## config.mk

```make
export PLATFORM = sky130hd
export DESIGN_NAME = multi_waveform_sum_generator
export DESIGN_NICKNAME = d
export VERILOG_FILES = /design/src/hdl/mws_pkg.sv /design/src/hdl/mws_mul.sv /design/src/hdl/mws_regs.sv /design/src/hdl/multi_waveform_sum_generator.sv
export SDC_FILE = /design/constraint.sdc
export NUM_CORES = 2
export LEC_CHECK = 0
export CAP_MARGIN = 30
export CORE_ASPECT_RATIO = 1.2
export CORE_UTILIZATION = 70
export DETAILED_ROUTE_END_ITERATION = 10
export DONT_BUFFER_PORTS = 1
export PLACE_DENSITY_LB_ADDON = 0.15
export SYNTH_ARGS = -nofsm -noshare
export SYNTH_HDL_FRONTEND = slang
export SYNTH_SLANG_ARGS = --single-unit
```

## constraint.sdc

```tcl
create_clock -name clk -period 27.3 [get_ports clk]
set_input_delay 0 -clock clk [delete_from_list [all_inputs] [get_ports clk]]
set_output_delay 0 -clock clk [all_outputs]
set_load 0.03 [all_outputs]
```

## src/hdl/mws_pkg.sv

```systemverilog
package mws_pkg;

  // Channel register layout
  localparam int NUM_REGS = 5;
  localparam int REG_IDX_W = 3;
  localparam int REG_W = 64;
  localparam int ADDR_W = 6;
  localparam int PHASE_W = 24;
  localparam int AMP_W = 12;
  localparam int DC_W = 12;
  localparam int OFFS_W = 14;
  localparam int SAMPLE_W = 16;
  localparam int IN_DATA_W = 8;

  // Defaults for top-level parameters
  localparam int DEF_NUM_WAVES = 5;
  localparam int DEF_SINE_TABLE_BITS = 10;

  // Shared multiplier operand widths
  localparam int MUL_A_W = 24;
  localparam int MUL_B_W = 17;
  localparam int PROD_W = MUL_A_W + MUL_B_W;

  // Polynomial sine coefficients, Q16
  localparam logic [MUL_B_W-1:0] SIN_A = 17'd102944;
  localparam logic [MUL_B_W-1:0] SIN_B = 17'd42047;
  localparam logic [MUL_B_W-1:0] SIN_C = 17'd4639;

  localparam logic signed [SAMPLE_W-1:0] SUM_LIMIT = 16'sd20475;

  typedef logic [REG_W-1:0] wave_t;

  localparam logic [1:0] FORM_OFF = 2'd0;
  localparam logic [1:0] FORM_SINE = 2'd1;
  localparam logic [1:0] FORM_SQUARE = 2'd2;
  localparam logic [1:0] FORM_TRIANGLE = 2'd3;

  typedef enum logic [2:0] {
    S_IDLE,
    S_LOAD,
    S_SIN1,
    S_SIN2,
    S_SIN3,
    S_SIN4,
    S_FIN,
    S_DONE
  } state_t;

endpackage

```

## src/hdl/mws_mul.sv

```systemverilog
module mws_mul (
  input  logic                          clk,
  input  logic [mws_pkg::MUL_A_W-1:0]   a,
  input  logic [mws_pkg::MUL_B_W-1:0]   b,
  output logic [mws_pkg::PROD_W-1:0]    prod
);

  always_ff @(posedge clk) begin
    prod <= mws_pkg::PROD_W'(a) * mws_pkg::PROD_W'(b);
  end

endmodule

```

## src/hdl/mws_regs.sv

```systemverilog
module mws_regs (
  input  logic                         clk,
  input  logic                         rst,
  input  logic                         psel,
  input  logic                         penable,
  input  logic                         pwrite,
  input  logic [mws_pkg::ADDR_W-1:0]   paddr,
  input  logic [mws_pkg::REG_W-1:0]    pwdata,
  output logic [mws_pkg::REG_W-1:0]    prdata,
  output mws_pkg::wave_t               wave [mws_pkg::NUM_REGS]
);

  logic [mws_pkg::REG_IDX_W-1:0] idx;
  logic                          in_range;

  assign idx = paddr[mws_pkg::ADDR_W-1:3];
  assign in_range = (idx < mws_pkg::REG_IDX_W'(mws_pkg::NUM_REGS));

  always_ff @(posedge clk) begin
    if (rst) begin
      for (int i = 0; i < mws_pkg::NUM_REGS; i++) begin
        wave[i] <= '0;
      end
    end else if (psel && penable && pwrite && in_range) begin
      wave[idx] <= pwdata;
    end
  end

  always_comb begin
    prdata = '0;
    if (in_range) begin
      prdata = wave[idx];
    end
  end

endmodule

```

## src/hdl/multi_waveform_sum_generator.sv

```systemverilog
// Per request, each channel passes LOAD and FIN, with SIN1 to SIN4 between them for a sine
// channel; DONE then presents the channel sum on m_tvalid.
// Requests are taken only in IDLE, so a new request waits until the last sweep is through;
// the single shared multiplier is used in LOAD and in each of SIN1 to SIN4 per sine channel. A new
// request is taken while a result waits; the next result then holds until m_tready.
// Reset (rst, synchronous): clears channel registers, phase accumulators, sequencer and
// output valid; no clearing pass.
module multi_waveform_sum_generator #(
  parameter int NUM_WAVES = mws_pkg::DEF_NUM_WAVES,
  parameter int SINE_TABLE_BITS = mws_pkg::DEF_SINE_TABLE_BITS
) (
  input  logic                            clk,
  input  logic                            rst,
  input  logic                            s_tvalid,
  output logic                            s_tready,
  input  logic [mws_pkg::IN_DATA_W-1:0]   s_tdata,   // [0] restart, [7:1] zero
  output logic                            m_tvalid,
  input  logic                            m_tready,
  output logic [mws_pkg::SAMPLE_W-1:0]    m_tdata,   // [15:0] sample, signed
  input  logic                            psel,
  input  logic                            penable,
  input  logic                            pwrite,
  input  logic [mws_pkg::ADDR_W-1:0]      paddr,
  input  logic [mws_pkg::REG_W-1:0]       pwdata,
  output logic [mws_pkg::REG_W-1:0]       prdata,
  output logic                            pready
);

  localparam int CH_W = (NUM_WAVES > 1) ? $clog2(NUM_WAVES) : 1;
  localparam int QB = SINE_TABLE_BITS - 2;
  localparam int XSH = 18 - SINE_TABLE_BITS;

  mws_pkg::wave_t wave [mws_pkg::NUM_REGS];
  mws_pkg::state_t state, state_next;

  logic [CH_W-1:0]                   ch;
  logic [mws_pkg::PHASE_W-1:0]       acc [NUM_WAVES];
  logic signed [mws_pkg::SAMPLE_W-1:0] sum, sum_next;
  logic [mws_pkg::MUL_B_W-1:0]       x2;
  logic [mws_pkg::MUL_A_W-1:0]       mul_a;
  logic [mws_pkg::MUL_B_W-1:0]       mul_b;
  logic [mws_pkg::PROD_W-1:0]        prod;

  mws_pkg::wave_t                    w;
  logic [1:0]                        form;
  logic [mws_pkg::AMP_W-1:0]         amp;
  logic [mws_pkg::DC_W-1:0]          dc;
  logic [mws_pkg::OFFS_W-1:0]        offs;
  logic [mws_pkg::PHASE_W-1:0]       inc;
  logic [mws_pkg::PHASE_W-1:0]       p;
  logic [mws_pkg::MUL_B_W-1:0]       x_raw, x;
  logic [22:0]                       m;
  logic [mws_pkg::MUL_B_W-1:0]       prod_hi;
  logic [28:0]                       sin_rnd;
  logic [34:0]                       tri_rnd;
  logic [12:0]                       mag;
  logic signed [mws_pkg::SAMPLE_W-1:0] volt;
  logic signed [mws_pkg::SAMPLE_W-1:0] sat;
  logic                              accept;
  logic                              last_ch;
  logic                              out_free;

  assign pready = 1'b1;

  mws_regs u_regs (
    .clk     (clk),
    .rst     (rst),
    .psel    (psel),
    .penable (penable),
    .pwrite  (pwrite),
    .paddr   (paddr),
    .pwdata  (pwdata),
    .prdata  (prdata),
    .wave    (wave)
  );

  mws_mul u_mul (
    .clk  (clk),
    .a    (mul_a),
    .b    (mul_b),
    .prod (prod)
  );

  // Field decode of the channel in progress
  assign w    = wave[mws_pkg::REG_IDX_W'(ch)];
  assign form = w[1:0];
  assign amp  = w[13:2];
  assign dc   = w[25:14];
  assign offs = w[39:26];
  assign inc  = w[63:40];

  assign p = acc[ch] + {offs, 10'd0};

  // Quarter-wave fraction; mirror in odd quarters
  assign x_raw = {1'b0, p[21 -: QB], {XSH{1'b0}}};
  assign x = p[22] ? (17'd65536 - x_raw) : x_raw;
  assign m = p[22] ? (23'h400000 - {1'b0, p[21:0]}) : {1'b0, p[21:0]};

  assign prod_hi = prod[32:16];
  assign sin_rnd = prod[28:0] + 29'd32768;
  assign tri_rnd = prod[34:0] + 35'h200000;

  always_comb begin
    case (form)
      mws_pkg::FORM_SINE:     mag = sin_rnd[28:16];
      mws_pkg::FORM_TRIANGLE: mag = tri_rnd[34:22];
      mws_pkg::FORM_SQUARE:   mag = {1'b0, amp};
      default:                mag = '0;
    endcase
  end

  always_comb begin
    if (form == mws_pkg::FORM_OFF) begin
      volt = '0;
    end else if (p[23]) begin
      volt = $signed({{4{dc[11]}}, dc}) - $signed({3'b000, mag});
    end else begin
      volt = $signed({{4{dc[11]}}, dc}) + $signed({3'b000, mag});
    end
  end

  assign sum_next = sum + volt;

  always_comb begin
    if (sum > mws_pkg::SUM_LIMIT) begin
      sat = mws_pkg::SUM_LIMIT;
    end else if (sum < -mws_pkg::SUM_LIMIT) begin
      sat = -mws_pkg::SUM_LIMIT;
    end else begin
      sat = sum;
    end
  end

  assign accept   = s_tvalid && s_tready;
  assign last_ch  = (ch == CH_W'(NUM_WAVES - 1));
  assign out_free = !m_tvalid || m_tready;

  // Next state
  always_comb begin
    state_next = state;
    case (state)
      mws_pkg::S_IDLE: begin
        if (s_tvalid) state_next = mws_pkg::S_LOAD;
      end
      mws_pkg::S_LOAD: begin
        if (form == mws_pkg::FORM_SINE) begin
          state_next = mws_pkg::S_SIN1;
        end else begin
          state_next = mws_pkg::S_FIN;
        end
      end
      mws_pkg::S_SIN1: state_next = mws_pkg::S_SIN2;
      mws_pkg::S_SIN2: state_next = mws_pkg::S_SIN3;
      mws_pkg::S_SIN3: state_next = mws_pkg::S_SIN4;
      mws_pkg::S_SIN4: state_next = mws_pkg::S_FIN;
      mws_pkg::S_FIN: begin
        state_next = last_ch ? mws_pkg::S_DONE : mws_pkg::S_LOAD;
      end
      mws_pkg::S_DONE: begin
        if (out_free) state_next = mws_pkg::S_IDLE;
      end
      default: state_next = mws_pkg::S_IDLE;
    endcase
  end

  // Outputs: ready and multiplier operands
  always_comb begin
    s_tready = 1'b0;
    mul_a = '0;
    mul_b = '0;
    case (state)
      mws_pkg::S_IDLE: s_tready = 1'b1;
      mws_pkg::S_LOAD: begin
        if (form == mws_pkg::FORM_SINE) begin
          mul_a = mws_pkg::MUL_A_W'(x);
          mul_b = x;
        end else if (form == mws_pkg::FORM_TRIANGLE) begin
          mul_a = {1'b0, m};
          mul_b = mws_pkg::MUL_B_W'(amp);
        end
      end
      mws_pkg::S_SIN1: begin
        mul_a = mws_pkg::MUL_A_W'(mws_pkg::SIN_C);
        mul_b = prod_hi;
      end
      mws_pkg::S_SIN2: begin
        mul_a = mws_pkg::MUL_A_W'(mws_pkg::SIN_B - prod_hi);
        mul_b = x2;
      end
      mws_pkg::S_SIN3: begin
        mul_a = mws_pkg::MUL_A_W'(mws_pkg::SIN_A - prod_hi);
        mul_b = x;
      end
      mws_pkg::S_SIN4: begin
        mul_a = mws_pkg::MUL_A_W'(prod_hi);
        mul_b = mws_pkg::MUL_B_W'(amp);
      end
      default: begin
        s_tready = 1'b0;
      end
    endcase
  end

  always_ff @(posedge clk) begin
    if (state == mws_pkg::S_SIN1) begin
      x2 <= prod_hi;
    end
    if (state == mws_pkg::S_DONE && out_free) begin
      m_tdata <= sat;
    end
  end

  always_ff @(posedge clk) begin
    if (rst) begin
      state <= mws_pkg::S_IDLE;
      ch <= '0;
      sum <= '0;
      m_tvalid <= 1'b0;
      for (int i = 0; i < NUM_WAVES; i++) begin
        acc[i] <= '0;
      end
    end else begin
      state <= state_next;
      if (state == mws_pkg::S_DONE && out_free) begin
        m_tvalid <= 1'b1;
      end else if (m_tvalid && m_tready) begin
        m_tvalid <= 1'b0;
      end
      case (state)
        mws_pkg::S_IDLE: begin
          if (accept) begin
            ch <= '0;
            sum <= '0;
            if (s_tdata[0]) begin
              for (int i = 0; i < NUM_WAVES; i++) begin
                acc[i] <= '0;
              end
            end
          end
        end
        mws_pkg::S_FIN: begin
          sum <= sum_next;
          acc[ch] <= acc[ch] + inc;
          if (!last_ch) ch <= ch + CH_W'(1);
        end
        default: begin
          ch <= ch;
        end
      endcase
    end
  end

`ifndef SYNTHESIS
  a_accept_starts: assert property (@(posedge clk) disable iff (rst)
    accept |=> state == mws_pkg::S_LOAD)
    else $error("accepted request did not start the channel sweep");

  a_sample_range: assert property (@(posedge clk) disable iff (rst)
    m_tvalid |-> ($signed(m_tdata) <= mws_pkg::SUM_LIMIT &&
                  $signed(m_tdata) >= -mws_pkg::SUM_LIMIT))
    else $error("sample outside saturation range");

  a_ch_range: assert property (@(posedge clk) disable iff (rst)
    state != mws_pkg::S_IDLE |-> ch <= CH_W'(NUM_WAVES - 1))
    else $error("channel counter out of range");

  a_restart_clears: assert property (@(posedge clk) disable iff (rst)
    accept && s_tdata[0] |=> acc[0] == '0)
    else $error("restart did not clear phase");
`endif

endmodule

```

# Yosys cells after proc, flatten, opt, wreduce, memory -nomap -nowiden
# Memory sizes are Yosys's and may differ from the RTL's. A register that Yosys moved wholly into a read port is not among the register bits.
# Index checks and enable logic that the tools add are counted.
op_classes:
  addsub: 12
  mul: 1
  order_cmp: 6
  eq_ne: 15
  n_mux: 55
  n_bitwise: 7
  reduce_logical: 18
op_table:
  columns: ["operator", "count"]
  rows:
  - ["64-bit binary-select mux with 3-bit select", 2]
  - ["64-bit 2-to-1 mux", 6]
  - ["320-bit bitwise mux", 1]
  - ["64-bit demux with 3-bit select", 1]
  - ["24-bit 2-to-1 mux", 6]
  - ["24-bit one-hot mux with 5 select lines", 1]
  - ["17-bit one-hot mux with 5 select lines", 1]
  - ["23-bit 2-to-1 mux", 3]
  - ["16-bit 2-to-1 mux", 4]
  - ["24-bit adder", 2]
  - ["13-bit one-hot mux with 3 select lines", 1]
  - ["35-bit by 22-bit adder with 35-bit output, second input constant", 1]
  - ["24-bit by 17-bit multiplier with 35-bit output", 1]
  - ["17-bit 2-to-1 mux", 2]
  - ["16-bit one-hot mux with 2 select lines", 1]
  - ["29-bit by 16-bit adder with 29-bit output, second input constant", 1]
  - ["3-bit 2-to-1 mux", 9]
  - ["3-bit one-hot mux with 8 select lines", 1]
  - ["24-bit OR reduction", 1]
  - ["23-bit by 22-bit subtractor with 23-bit output, first input constant", 1]
  - ["16-bit by 17-bit subtractor with 18-bit output, first input constant", 1]
  - ["17-bit by 17-bit subtractor with 18-bit output, first input constant", 1]
  - ["17-bit by 16-bit subtractor with 17-bit output, first input constant", 1]
  - ["16-bit adder", 1]
  - ["other kinds (28)", 64]
totals:
  register_bits: 411
  ram_bits: 120
  in_bits: 85
  output_inout_bits: 83
  wordCells: 128
  mem_count: 1
mem_list:
  columns: ["memory", "depth", "width", "read_ports", "rd_clocked_by_memory_dff", "wr", "line_no", "text"]
  rows:
  - ["acc", 5, 24, 1, 1, 5, "multi_waveform_sum_generator.sv:37", "logic [mws_pkg::PHASE_W-1:0] acc [NUM_WAVES];"]

# Logic depth before layout (Yosys ltp)
logic_depth:
  word_depth: 11
  depth_mapped: 47
  depth_no_buf: 42

# Cells and area by module
# Synthesis repeated with hierarchy kept, for this count alone.
hier_totals:
  hier_cells: 4928
  hier_area_um2: 47652.0
modules_own_cells:
  columns: ["module", "n_inst", "cells_each", "area_each_um2", "seq_area_each_um2"]
  rows:
  - ["multi_waveform_sum_generator", 1, 1883, 18525.3, 7277.0]
  - ["mws_regs", 1, 1439, 15041.9, 6406.1]
  - ["mws_mul", 1, 1606, 14084.8, 820.8]

# Worst setup path after synthesis
# No wires, ideal clock.
synth_path:
  kind: "register to register"
  from: "register (tool-made name)"
  to: "register u_mul.prod[33] (netlist bit)"
  setup_ns: 0.072
  t_arrival_ns: 11.878
  required_ns: 27.228
  path_slack_ns: 15.349
  path_stages_with_launch: 47
  n_path_buf: 9
  synth_period_minus_slack_ns: 11.951
  path_cell_list: "dfxtp_1 -> buf_6 -> buf_2 -> clkbuf_1 -> buf_2 -> buf_1 -> clkbuf_1 -> mux4_2 -> mux2_2 -> ha_1 -> fa_1 -> a211oi_1 -> o21a_1 -> o311ai_0 -> a21oi_1 -> xnor2_1 -> clkbuf_1 -> clkbuf_1 -> [... 11 more ...] -> fa_1 -> inv_1 -> fa_1 -> fa_1 -> inv_1 -> ha_1 -> a21o_1 -> a21oi_1 -> o21bai_1 -> a2111oi_0 -> o22ai_1 -> o211ai_1 -> nand2b_1 -> a21oi_1 -> nor2b_1 -> o21ai_0 -> nor2b_1 -> xnor2_1"
synth_lines:
  columns: ["element", "line_no", "text"]
  rows:
  - ["to (signal assigned)", "mws_mul.sv:9", "prod <= mws_pkg::PROD_W'(a) * mws_pkg::PROD_W'(b);"]
  - ["to (decl)", "mws_mul.sv:5", "output logic [mws_pkg::PROD_W-1:0] prod"]

# Final worst setup path
layout_path:
  from: "register ch[0]"
  to: "register u_mul.prod[33] (netlist bit)"
layout_between:
  elab_chain_len: 11
  elab_cells_between_ends: 18
  classes_between: "3 x add/sub; 1 x mul; 2 x eq/ne; 11 x mux; 1 x bitwise"
layout_rtl:
  columns: ["element", "line_no", "text"]
  rows:
  - ["from (decl)", "multi_waveform_sum_generator.sv:36", "logic [CH_W-1:0] ch;"]
  - ["from (signal assigned)", "multi_waveform_sum_generator.sv:244", "if (!last_ch) ch <= ch + CH_W'(1);"]
  - ["from (signal assigned)", "multi_waveform_sum_generator.sv:247", "ch <= ch;"]
  - ["3-bit NOT with 4-bit output (not written as such) *", "multi_waveform_sum_generator.sv:85", "assign w = wave[mws_pkg::REG_IDX_W'(ch)];"]
  - ["64-bit binary-select mux with 3-bit select *", "multi_waveform_sum_generator.sv:85", null]
  - ["64-bit 2-to-1 mux (not written as such) * (2 in series)", "multi_waveform_sum_generator.sv:85", null]
  - ["24-bit adder", "multi_waveform_sum_generator.sv:92", "assign p = acc[ch] + {offs, 10'd0};"]
  - ["23-bit by 22-bit subtractor with 23-bit output", "multi_waveform_sum_generator.sv:97", "assign m = p[22] ? (23'h400000 - {1'b0, p[21:0]}) : {1'b0, p[21:0]};"]
  - ["23-bit 2-to-1 mux", "multi_waveform_sum_generator.sv:97", null]
  - ["23-bit 2-to-1 mux", "multi_waveform_sum_generator.sv:177", "end else if (form == mws_pkg::FORM_TRIANGLE) begin"]
  - ["23-bit 2-to-1 mux", "multi_waveform_sum_generator.sv:174", "if (form == mws_pkg::FORM_SINE) begin"]
  - ["24-bit one-hot mux with 5 select lines", "multi_waveform_sum_generator.sv:171", "case (state)"]
  - ["24-bit by 17-bit multiplier with 35-bit output *", "mws_mul.sv:9", null]
# Every way passes the cells marked *; elsewhere a longest branch is shown, timed or not. The select of a mux whose other input is x is not followed.
# A chain may end at the register's enable or synchronous reset.

==> results.md <==
* Number of flops mapped to enable cells by yosys at 225
* Drt drc at 0
* Dpl hpwl at 80.9 mm
* Cts repair resizes at 0
* Slew margin rel. at 0.299
* Post-Synthesis Cells at 4,816
* CORE AREA at 0.0608 mm^2
* CP top delay family: compound AO/OA/AOI/OAI gates
* Sequential cell area at 0.0141 mm^2
* Hold WC Path Type: in2reg
* Port bufs at 0
* Slowest stage delay, CP at 0.69 ns
* Tmin final at 12.55 ns
* Count of state elements after synthesis at 591
* Clk root buf: clkbuf_16
* FF-to-FF Start: ch[0]
* Unrepaired setup endpoints after global routing: false
* Hold Fails Final Rpt at 0
* Hold_sp: pwrite
* Top-count cell post-synth: nand2_1
* Nets at 5,288
* Die width at 229 um
* Period utilisation layout at 0.460
* CTS tree: done
* Post-synth top area share at 0.170
* Total GRT Usage at 0.398
* Cts bufs inserted at 55
* Worst Tran Pin Value at 1.05 ns
* Mapped Area at 0.0431 mm^2
* DRT iter0 DRCs at 4,262
* Top cells by count, synth: 1,059 x nand2_1, 463 x inv_1, 428 x a21oi_1
* Worst-path clk slew at 0.06 ns
* Syn. warnings at 0
* Vias in the first global route at 35.9k
* Peak supply drop at 0.0000552 V
* Final Max Slew Viols at 0
* Crit end category: register
* Detailed-route via count at 36.3k
* Outcome: finished, final reports clean
* Setup TNS at 0 ns
* Pwr Density at 46.1 mW/mm^2
* Placement Rows at 99
* Ratio of cells with drive above 1 in the final layout at 0.0746
* Die H at 274 um
* Critical Path AT at 12.99 ns
* Initial antenna violation count at 8
* Final wirelength at 125 mm
* Primary FF master, synth: dfxtp_1
* Area leader, netlist: dfxtp_1
* Slowest-stage cell, CP: xor2_1
* Largest net degree at the start of global routing at 349
* 1st-pass router iterations at 6
* Initial Util at 0.709
* DR vias/cell at 6.50
* Req. time, crit path at 27.74 ns
* CP startpoint kind: register
* CTS Sinks at 591
* # setup viols final at 0
* Maximum clock rate at 79.7 MHz
* Final core occ at 0.763
* Clock latency on the worst-skew pair at 0.64 ns
* # IOs at 168
* Distinct cell type count after synthesis at 82
* Wirelength per Cell at 22.5 um
* Synth area leaders: dfxtp_1 17%, edfxtp_1 16%, fa_1 15%, nand2_1 9.2%, mux4_2 5.5%
* ANT nets after route at 0
* Ys async rst share at 0
* Post-Route Skew at 0.0602 ns
* Fill cell count at 4,239
* GPL Wtd Cong at 0.953
* CTS Buffer Depth at 3
* First-pass GRT wire length at 195 mm
* Die area at 0.0626 mm^2
* Area growth syn-to-layout at 7.62%
* WS Path Type: reg2reg
* Syn_nets at 5,377
* Grt ovf at 0
* Worst Setup SP: ch[0]
* Multi-input logic area at 0.0263 mm^2
* H-tree depth reported by CTS at 2
* Post-Syn Area per Cell at 8.96 um^2
* MaxCap Viol Count at 0
* Pleak at 0.0181 uW
* Critical path peak fanout at 44
* WP buf/inv at 5
* Most used cell, CP: fa_1
* Share of the yosys chip area belonging to registers at 0.326
==> worst min-delay path: stages <==
cell     delay (ns)
nand3_1        0.12
nor3_2         0.06
buf_4          0.25
nand2_1        0.12
a21oi_1        0.05
==> flip-flops by register name, indices dropped and copies added (netlist names), named ones only <==
| name | cells |
|---|---|
| m_tvalid | 1 |
| state | 3 |
| u_regs.wave | 320 |
| sum | 16 |
| ch | 3 |
| x2 | 17 |
| u_mul.prod | 20 |
| acc | 192 |
| m_tdata | 16 |
==> what timing repair did <==
action                                 CTS  global route
setup buffers                            0             0
hold buffers                            72             1
endpoints found under the hold margin  348           113
==> stage by stage <==
stage | instance area, um^2 | total power, uW | hold WS (ns) | cells | worst slack (ns)
3_5_place_dp | 43700 | 1320 | 0.0840 | 5403 | 15.22
2_1_floorplan | 43100 | 1220 | 0.136 | 4816 | 15.35
6_report | 46400 | 2140 | 0.0192 | 5587 | 14.75
5_1_grt | 46400 | 2200 | 0.0505 | 5586 | 14.27
3_3_place_gp | 43700 | 1310 | 0.0866 | 5400 | 15.26
4_1_cts | 46300 | 2130 | 0.0106 | 5575 | 15.08
==> final cells by class <==
type,count,share of cell area
multi-input cells,3460,0.566
flip-flops and latches,591,0.304
inverters,464,0.0375
clock buffers,73,0.0337
repair buffers,155,0.0304
well taps,808,0.0218
clock inverters,27,0.00625
diodes,9,0.000485
==> cell usage in the layout (no fill, tap or decap), drive strengths merged, types with 106 or more instances in the layout <==
cell / count
inv: 464
mux4: 106
ha: 158
edfxtp: 225
a21oi: 428
o21ai: 160
fa: 318
dfxtp: 366
nor2: 310
nand2: 1059
==> path summary, 6_finish.rpt <==
kind                 endpoint  slack (ns)  cells past startpoint
max            u_mul.prod[33]       14.75                     38
min          u_regs.wave[157]        0.02                      5
max reg2reg    u_mul.prod[33]       14.75                     38
min reg2reg  u_regs.wave[176]        0.47                      2
==> cell families after synthesis <==
group / count (synthesis) / synth area share
compound gates: 934 / 0.136
xor+xnor: 135 / 0.0282
fa+ha+maj: 476 / 0.193
buf+inv: 765 / 0.0671
flops: 591 / 0.326
mux: 233 / 0.0857
other cells: 1 / 0.0000869
simple gates: 1681 / 0.163
==> report_power, final <==
part | switching [uW] | leakage [uW] | total, uW | internal (uW)
clock network | 346 | 0.000911 | 797 | 450
registers | 29.4 | 0.00518 | 971 | 941
logic | 249 | 0.0120 | 371 | 123
total | 624 | 0.0181 | 2140 | 1510
==> routing by layer <==
metal,share of wire,vias up,global-route usage
li1,-,16100,-
met1,0.36,17500,0.494
met2,0.47,2244,0.655
met3,0.11,491,0.0803
met4,0.058,4,0.222
met5,0.00017,-,0
Note: power is estimated with default switching activity, not from simulation.
